### src/design/wsdf_pkg.sv
// ----------------------------------------------------------------------------
// wsdf_pkg
// shared types and constants of the websocket frame deframer
// ----------------------------------------------------------------------------
package wsdf_pkg;

  // width of the payload length counter, 16 to 64
  localparam int unsigned LENGTH_WIDTH = 64;

  // stream bus widths
  localparam int unsigned TDATA_IN_W  = 8;
  localparam int unsigned TDATA_OUT_W = 16;
  localparam int unsigned TUSER_OUT_W = 2;

  // frame header constants
  localparam logic [3:0] OPCODE_CLOSE = 4'h8;
  localparam logic [6:0] LEN7_EXT16   = 7'd126;
  localparam logic [6:0] LEN7_EXT64   = 7'd127;

  // byte counts of the header fields, eight wraps to zero in three bits
  localparam logic [2:0] EXT16_BYTES = 3'd2;
  localparam logic [2:0] EXT64_BYTES = 3'd0;
  localparam logic [2:0] MASK_BYTES  = 3'd4;

  typedef logic [LENGTH_WIDTH-1:0] len_t;

  // parser phase, one-hot
  typedef enum logic [4:0] {
    PH_HDR0    = 5'b00001,
    PH_HDR1    = 5'b00010,
    PH_EXTLEN  = 5'b00100,
    PH_MASK    = 5'b01000,
    PH_PAYLOAD = 5'b10000
  } phase_e;

  // one result item
  typedef struct packed {
    logic       close_seen;
    logic       empty_frame;
    logic       last_in_frame;
    logic [3:0] frame_opcode;
    logic       frame_fin;
    logic [7:0] payload_byte;
  } result_t;

endpackage

### src/design/websocket_frame_deframer_unit.sv
// ----------------------------------------------------------------------------
// websocket_frame_deframer_unit
// websocket frame deframer: header parse and payload unmask per byte
// ----------------------------------------------------------------------------
// The slave stream carries raw connection bytes, one per transaction in
// s_axis_tdata. The master stream gives one transaction per payload byte,
// unmasked, with the frame's fin and opcode; tlast marks the frame's final
// transaction. A frame without payload gives one transaction with the empty
// flag in tuser and zero data. Header, extended length and mask key bytes
// give no transaction. Once a close frame has finished, every later byte is
// taken and dropped until reset.
// Throughput is one byte per cycle while s_axis_tready is high: the parser
// state updates in the same cycle a byte is accepted. The byte's result is
// registered and raises m_axis_tvalid next cycle unless the master stalls.
// When the receiver stalls, one result sits in the output register and one
// more in a skid register; s_axis_tready then drops until the skid empties.
// Reset clears the parser to the first header byte, drops any held result
// and reopens the stream after a close.
// ----------------------------------------------------------------------------
module websocket_frame_deframer_unit (
  input  logic                             clk_i,
  input  logic                             rst_ni,
  // tdata: stream_byte[7:0]
  input  logic [wsdf_pkg::TDATA_IN_W-1:0]  s_axis_tdata,
  input  logic                             s_axis_tvalid,
  output logic                             s_axis_tready,
  // tdata: payload_byte[7:0], frame_fin[8], frame_opcode[12:9], zero[15:13]
  output logic [wsdf_pkg::TDATA_OUT_W-1:0] m_axis_tdata,
  // tuser: empty_frame[0], close_seen[1]
  output logic [wsdf_pkg::TUSER_OUT_W-1:0] m_axis_tuser,
  output logic                             m_axis_tlast,
  output logic                             m_axis_tvalid,
  input  logic                             m_axis_tready
);
  import wsdf_pkg::*;

  logic    byte_accept;
  logic    res_valid;
  result_t res;
  result_t out_res;

  assign byte_accept = s_axis_tvalid && s_axis_tready;

  // header parser and unmasker
  wsdf_parser u_parser (
    .clk_i        (clk_i),
    .rst_ni       (rst_ni),
    .byte_valid_i (byte_accept),
    .byte_i       (s_axis_tdata[7:0]),
    .res_valid_o  (res_valid),
    .res_o        (res)
  );

  // output register and skid
  wsdf_out_skid u_out (
    .clk_i       (clk_i),
    .rst_ni      (rst_ni),
    .in_valid_i  (res_valid),
    .in_data_i   (res),
    .in_ready_o  (s_axis_tready),
    .out_valid_o (m_axis_tvalid),
    .out_data_o  (out_res),
    .out_ready_i (m_axis_tready)
  );

  // bus packing
  assign m_axis_tdata = {3'b000, out_res.frame_opcode, out_res.frame_fin,
                         out_res.payload_byte};
  assign m_axis_tuser = {out_res.close_seen, out_res.empty_frame};
  assign m_axis_tlast = out_res.last_in_frame;

endmodule

### src/design/wsdf_parser.sv
// ----------------------------------------------------------------------------
// wsdf_parser
// frame header parser and payload unmasker, one stream byte per cycle
// ----------------------------------------------------------------------------
module wsdf_parser (
  input  logic              clk_i,
  input  logic              rst_ni,
  input  logic              byte_valid_i,   // byte accepted this cycle
  input  logic [7:0]        byte_i,
  output logic              res_valid_o,
  output wsdf_pkg::result_t res_o
);
  import wsdf_pkg::*;

  phase_e     phase_q, phase_d;
  logic       fin_q, fin_d;
  logic [3:0] opcode_q, opcode_d;
  logic       masked_q, masked_d;
  len_t       len_q, len_d;
  logic [2:0] cnt_q, cnt_d;
  logic [31:0] key_q, key_d;
  logic [1:0] idx_q, idx_d;
  logic       closed_q, closed_d;

  len_t       len_dec;
  logic [7:0] key_byte;
  logic       hdr_end;
  logic       hdr_len_zero;
  logic [6:0] len7;
  logic       is_close;

  assign len_dec  = len_q - len_t'(1);
  assign len7     = byte_i[6:0];
  assign is_close = (opcode_q == OPCODE_CLOSE);
  assign key_byte = masked_q ? key_q[8*(3-idx_q) +: 8] : 8'h00;

  // next state and result
  always_comb begin
    phase_d      = phase_q;
    fin_d        = fin_q;
    opcode_d     = opcode_q;
    masked_d     = masked_q;
    len_d        = len_q;
    cnt_d        = cnt_q;
    key_d        = key_q;
    idx_d        = idx_q;
    closed_d     = closed_q;
    hdr_end      = 1'b0;
    hdr_len_zero = 1'b0;
    res_valid_o  = 1'b0;
    res_o.payload_byte  = 8'h00;
    res_o.frame_fin     = fin_q;
    res_o.frame_opcode  = opcode_q;
    res_o.last_in_frame = 1'b0;
    res_o.empty_frame   = 1'b0;
    res_o.close_seen    = is_close;

    if (byte_valid_i && !closed_q) begin
      case (phase_q)
        PH_HDR1: begin
          masked_d = byte_i[7];
          if (len7 == LEN7_EXT16 || len7 == LEN7_EXT64) begin
            len_d   = '0;
            cnt_d   = (len7 == LEN7_EXT16) ? EXT16_BYTES : EXT64_BYTES;
            phase_d = PH_EXTLEN;
          end else begin
            len_d = len_t'(len7);
            if (byte_i[7]) begin
              cnt_d   = MASK_BYTES;
              phase_d = PH_MASK;
            end else begin
              hdr_end      = 1'b1;
              hdr_len_zero = (len7 == 7'd0);
            end
          end
        end
        PH_EXTLEN: begin
          // saturate once the length no longer fits
          if (|len_q[LENGTH_WIDTH-1 -: 8]) begin
            len_d = '1;
          end else begin
            len_d = {len_q[LENGTH_WIDTH-9:0], byte_i};
          end
          cnt_d = cnt_q - 3'd1;
          if (cnt_d == 3'd0) begin
            if (masked_q) begin
              cnt_d   = MASK_BYTES;
              phase_d = PH_MASK;
            end else begin
              hdr_end      = 1'b1;
              hdr_len_zero = (len_d == '0);
            end
          end
        end
        PH_MASK: begin
          key_d = {key_q[23:0], byte_i};
          cnt_d = cnt_q - 3'd1;
          if (cnt_d == 3'd0) begin
            hdr_end      = 1'b1;
            hdr_len_zero = (len_q == '0);
          end
        end
        PH_PAYLOAD: begin
          idx_d               = idx_q + 2'd1;
          len_d               = len_dec;
          res_valid_o         = 1'b1;
          res_o.payload_byte  = byte_i ^ key_byte;
          res_o.last_in_frame = (len_dec == '0);
          if (len_dec == '0) begin
            closed_d = is_close;
            phase_d  = PH_HDR0;
          end
        end
        default: begin
          // first header byte, also taken for any stray phase code
          fin_d    = byte_i[7];
          opcode_d = byte_i[3:0];
          phase_d  = PH_HDR1;
        end
      endcase

      // header complete: empty frame result or start of payload
      if (hdr_end) begin
        if (hdr_len_zero) begin
          res_valid_o         = 1'b1;
          res_o.last_in_frame = 1'b1;
          res_o.empty_frame   = 1'b1;
          closed_d            = is_close;
          phase_d             = PH_HDR0;
        end else begin
          idx_d   = 2'd0;
          phase_d = PH_PAYLOAD;
        end
      end
    end
  end

  // parser state
  always_ff @(posedge clk_i or negedge rst_ni) begin
    if (!rst_ni) begin
      phase_q  <= PH_HDR0;
      fin_q    <= 1'b0;
      opcode_q <= 4'h0;
      masked_q <= 1'b0;
      len_q    <= '0;
      cnt_q    <= 3'd0;
      key_q    <= 32'h0;
      idx_q    <= 2'd0;
      closed_q <= 1'b0;
    end else begin
      phase_q  <= phase_d;
      fin_q    <= fin_d;
      opcode_q <= opcode_d;
      masked_q <= masked_d;
      len_q    <= len_d;
      cnt_q    <= cnt_d;
      key_q    <= key_d;
      idx_q    <= idx_d;
      closed_q <= closed_d;
    end
  end

endmodule

### src/design/wsdf_out_skid.sv
// ----------------------------------------------------------------------------
// wsdf_out_skid
// result register with a skid stage, registered ready toward the parser
// ----------------------------------------------------------------------------
module wsdf_out_skid (
  input  logic              clk_i,
  input  logic              rst_ni,
  input  logic              in_valid_i,
  input  wsdf_pkg::result_t in_data_i,
  output logic              in_ready_o,
  output logic              out_valid_o,
  output wsdf_pkg::result_t out_data_o,
  input  logic              out_ready_i
);
  import wsdf_pkg::*;

  logic    main_valid_q, main_valid_d;
  logic    skid_valid_q, skid_valid_d;
  result_t main_q, main_d;
  result_t skid_q, skid_d;
  logic    main_free;

  assign in_ready_o  = !skid_valid_q;
  assign out_valid_o = main_valid_q;
  assign out_data_o  = main_q;
  assign main_free   = !main_valid_q || out_ready_i;

  // main takes the skid entry first, then a fresh result
  always_comb begin
    main_valid_d = main_valid_q;
    skid_valid_d = skid_valid_q;
    main_d       = main_q;
    skid_d       = skid_q;
    if (main_free) begin
      if (skid_valid_q) begin
        main_valid_d = 1'b1;
        main_d       = skid_q;
        skid_valid_d = 1'b0;
      end else begin
        main_valid_d = in_valid_i;
        main_d       = in_data_i;
      end
    end else if (in_valid_i && !skid_valid_q) begin
      skid_valid_d = 1'b1;
      skid_d       = in_data_i;
    end
  end

  // control flags
  always_ff @(posedge clk_i or negedge rst_ni) begin
    if (!rst_ni) begin
      main_valid_q <= 1'b0;
      skid_valid_q <= 1'b0;
    end else begin
      main_valid_q <= main_valid_d;
      skid_valid_q <= skid_valid_d;
    end
  end

  // payload, no reset
  always_ff @(posedge clk_i) begin
    main_q <= main_d;
    skid_q <= skid_d;
  end

endmodule

### config.mk
export PLATFORM = sky130hd
export DESIGN_NAME = websocket_frame_deframer_unit
export DESIGN_NICKNAME = d
export VERILOG_FILES = /design/src/design/wsdf_pkg.sv /design/src/design/websocket_frame_deframer_unit.sv /design/src/design/wsdf_parser.sv /design/src/design/wsdf_out_skid.sv
export SDC_FILE = /design/constraint.sdc
export NUM_CORES = 1
export LEC_CHECK = 0
export ABC_AREA = 1
export BUFFER_PORTS_ARGS = -buffer_cell sky130_fd_sc_hd__buf_2
export CAP_MARGIN = 20
export CORE_UTILIZATION = 30
export DETAILED_ROUTE_END_ITERATION = 10
export PLACE_DENSITY = 0.43
export SETUP_SLACK_MARGIN = 0.4
export SLEW_MARGIN = 40
export SYNTH_ARGS = -nofsm -noshare
export SYNTH_HDL_FRONTEND = slang
export SYNTH_SLANG_ARGS = --single-unit
### constraint.sdc
create_clock -name clk_i -period 3.6 [get_ports clk_i]
set_input_delay 0.72 -clock clk_i [delete_from_list [all_inputs] [get_ports clk_i]]
set_output_delay 0.72 -clock clk_i [all_outputs]
set_load 0.1 [all_outputs]
==> results.cfg <==
[logic_synthesis]
avgSynthCellArea_um2 = 6.67
yosys-top-cells-area = dfrtp_1 28%, nand2_1 16%, nor2_1 9.8%, edfxtp_1 9.4%, o21ai_0 6.7%
synthCells = 1527
synth_area_leader_cell = dfrtp_1
ys_types = 43
ys_ff_latch = 147
synth_area_mm2 = 0.0102
seq_area_frac_synth = 0.377
synth_top_flop_cell = dfrtp_1
async_flop_share = 0.782
synth_top_area_share = 0.280
synth_edf_count = 32
yosys_warnings = 0

[global_routing]
antenna_found_initial = 0
grt_max_degree = 68
grt_pass1_wl_um = 59500
overflow = 0
grt_pass1_vias = 9908
grt_use_total = 0.224

[layout]
seq_area_mm2 = 0.00384
fillers = 3689
final_util = 0.342
diodes = 0
drive_gt1_frac = 0.106
area_growth_pct = 12.2
multi_input_area_mm2 = 0.00562
final_nets = 1561
fin_area_mm2 = 0.0114

[timing]
relSlewSlack = 0.490
setup_violations = 0
worst_pin_slew_ns = 0.763
rsz0062_at_grt = false
drv_slew = 0
layout_setup_ws_ns = 0.619
period_minus_slack_ns = 2.98
tns_ns = 0
fmax_ghz = 0.335
fin_worst_skew_ns = 0.0134
hold_viol = 0
fin_crit_sh = 0.828

[floorplanning]
fp-row-count = 67
coreArea_mm2 = 0.0334
die_area_mm2 = 0.0347
start_util = 0.305
ios = 33
dieHeight_um = 186
die_w_um = 186

[drt]
vias_per_cell = 5.07
firstDrtPassIters = 5
ant_nets = 0
wire_per_inst_um = 19.1
num_vias = 10200
remaining_drc_errors = 0
drt_wl_total_um = 38400
first_iter_violations = 839

[setup_path]
worstSetupEndpointType = register
worstRegToRegCells = 14
required_ns = 3.91
crit_path_start_kind = register
path_class = register to register
crit_path_max_fanout = 7
critPathArrivalTime_ns = 3.29

[clock_network]
cts_sinks = 147
cts_buffer_depth = 2
cts_resized = 0
clockRootBuffer = clkbuf_16
cts_setup_buffers = 0
tritoncts = yes
cts_hold_buf = 0
htree_levels = 4
clk_latency_ns = 0.45
cts.clk_slew.worst_paths_ns = 0.08
numCtsBuffers = 17

[hold_path]
min_path_type = input pin to async pin

[power_and_ir_drop]
p_int_uw = 2610
seqPwrFrac = 0.478
switching_power_uw = 929
p_leak_uw = 0.00563
power.share.switching = 0.262
irDropWorstVdd_mv = 0.333
clockPowerShare = 0.498
p_per_area_mw_per_mm2 = 310
combPwrFrac = 0.023
total_power_uw = 3540

[run]
drv_cap = 0

[place]
hpwl_um = 28800
place_ws_ns = 0.612
place_area_mm2 = 0.0109
gp_congestion = 0.922
port_buffers = 29

[status]
status = finished, final reports clean
## synthesized netlist by cell type (2+ instances only)
| master | n |
|---|---|
| nand2_2 | 19 |
| dfrtp_1 | 114 |
| edfxtp_1 | 32 |
| nor4_1 | 7 |
| a221oi_1 | 2 |
| buf_4 | 4 |
| ha_1 | 4 |
| nor3_1 | 13 |
| xor2_1 | 11 |
| nor2_4 | 19 |
| nand3_2 | 3 |
| a31oi_1 | 57 |
| nor2_1 | 267 |
| o22ai_1 | 3 |
| nand3_1 | 85 |
| o21bai_1 | 2 |
| clkinv_1 | 4 |
| xnor2_1 | 4 |
| nand2_4 | 5 |
| nor2_8 | 3 |
| inv_1 | 135 |
| o21ai_0 | 136 |
| o21ai_1 | 2 |
| a22oi_1 | 6 |
| or2_2 | 3 |
| nand3b_1 | 15 |
| clkbuf_1 | 41 |
| inv_2 | 5 |
| nand2_1 | 431 |
| a21oi_1 | 38 |
| nor2_2 | 21 |
| buf_1 | 4 |
| nand4_1 | 22 |
## critical path, cell delays in order (launching register included)
cell and delay, ns:
dfrtp_1 0.41, inv_1 0.20, ha_2 0.27, nand3_1 0.13
nor2_2 0.25, nand2_1 0.19, o21ai_0 0.32, nand2_1 0.19
nor2_1 0.12, nand4_1 0.13, nor2_1 0.13, nand2_1 0.06
nor2_1 0.23, nand3_1 0.12, nand2_1 0.08
## worst paths after layout
path                                                  endpoint  slack [ns]                      startpoint
worst min-delay path            u_parser.key_q[13]$_DFFE_PN0P_        0.25                          rst_ni
min in group clk_i              u_parser.key_q[16]$_DFFE_PN0P_        0.49  u_parser.key_q[16]$_DFFE_PN0P_
worst max-delay path                u_out.skid_q[13]$_DFFE_PP_        0.62   u_parser.len_q[0]$_DFFE_PN0P_
worst min register to register  u_parser.key_q[16]$_DFFE_PN0P_        0.49  u_parser.key_q[16]$_DFFE_PN0P_
worst max register to register      u_out.skid_q[13]$_DFFE_PP_        0.62   u_parser.len_q[0]$_DFFE_PN0P_
max in group asynchronous       u_parser.len_q[13]$_DFFE_PN0P_        2.66                          rst_ni
## sequential cells by signal, indices dropped and copies added (netlist names)
signal	flops
u_out.out_data_o	16
u_out.out_valid_o	1
u_out.skid_q	16
u_out.skid_valid_q	1
u_parser.closed_q	1
u_parser.cnt_q	3
u_parser.fin_q	1
u_parser.idx_q	2
u_parser.key_q	32
u_parser.len_q	64
u_parser.masked_q	1
u_parser.opcode_q	4
u_parser.phase_q	5
## cell families (layout without fill, tap and decap cells)
group | Yosys count | in the layout | synth area share
AND/OR/NAND/NOR | 916 | 916 | 0.398
AO/OA/AOI/OAI | 249 | 249 | 0.133
buffers and inverters | 195 | 224 | 0.0735
flip-flops | 147 | 147 | 0.377
XOR/XNOR | 15 | 15 | 0.0129
adder cells (fa/ha/maj) | 4 | 4 | 0.00491
other | 1 | 3 | 0.000368
## through the flow
step / hold WS (ns) / std cells
after floorplan: 0.422 / 1529
after global placement: 0.466 / 1974
after detailed placement: 0.473 / 1974
after CTS: 0.286 / 2006
after global routing: 0.295 / 2006
final: 0.250 / 2006
## power by group through the flow
stage | sequential (uW) | clock, uW | combinational, uW
6_report | 1690 | 1770 | 82.2
5_1_grt | 1690 | 1870 | 91.4
4_1_cts | 1690 | 1810 | 86.2
3_5_place_dp | 1730 | 0 | 85.9
3_3_place_gp | 1730 | 0 | 85.3
2_1_floorplan | 1730 | 0 | 29.2
## cells in the final DEF (no fill, tap or decap), types with 3 or more instances in the layout
cell type,Yosys,final
ha_1,4,3
inv_8,0,4
buf_4,4,15
nand3b_1,15,15
o21ai_1,2,3
dfrtp_1,114,114
nor2_1,267,266
xnor2_1,4,4
nand4_1,22,22
clkinv_2,1,4
a31oi_1,57,57
edfxtp_1,32,32
nand2_4,5,5
nand2_2,19,20
o22ai_1,3,3
nand3_1,85,85
or2_2,3,3
clkinvlp_4,0,3
clkinv_1,4,3
nand3_2,3,3
conb_1,1,3
nor2_4,19,19
inv_1,135,134
nor2_2,21,22
nor2_8,3,3
nor4_1,7,7
a22oi_1,6,6
a21oi_1,38,38
buf_2,1,28
clkinv_4,0,3
inv_6,0,3
xor2_1,11,11
inv_2,5,6
nand2_1,431,430
o21ai_0,136,135
nor3_1,13,13
clkbuf_16,0,17
## area by class of cell
type                       count  area share
clock buffer                  17      0.0372
clock inverter                15      0.0111
inverter                     145      0.0481
multi-input combinational   1187       0.491
sequential                   147       0.336
tap                          448      0.0490
timing repair buffer          47      0.0276
## layer usage
layer | global-route usage | share of wire | vias up
met5 | 0 | 0 | -
li1 | - | - | 5024
met2 | 0.373 | 0.47 | 253
met3 | 0.0299 | 0.040 | 59
met1 | 0.298 | 0.46 | 4841
met4 | 0.0757 | 0.027 | 0
No activity file was read; power rests on OpenSTA's default activity.
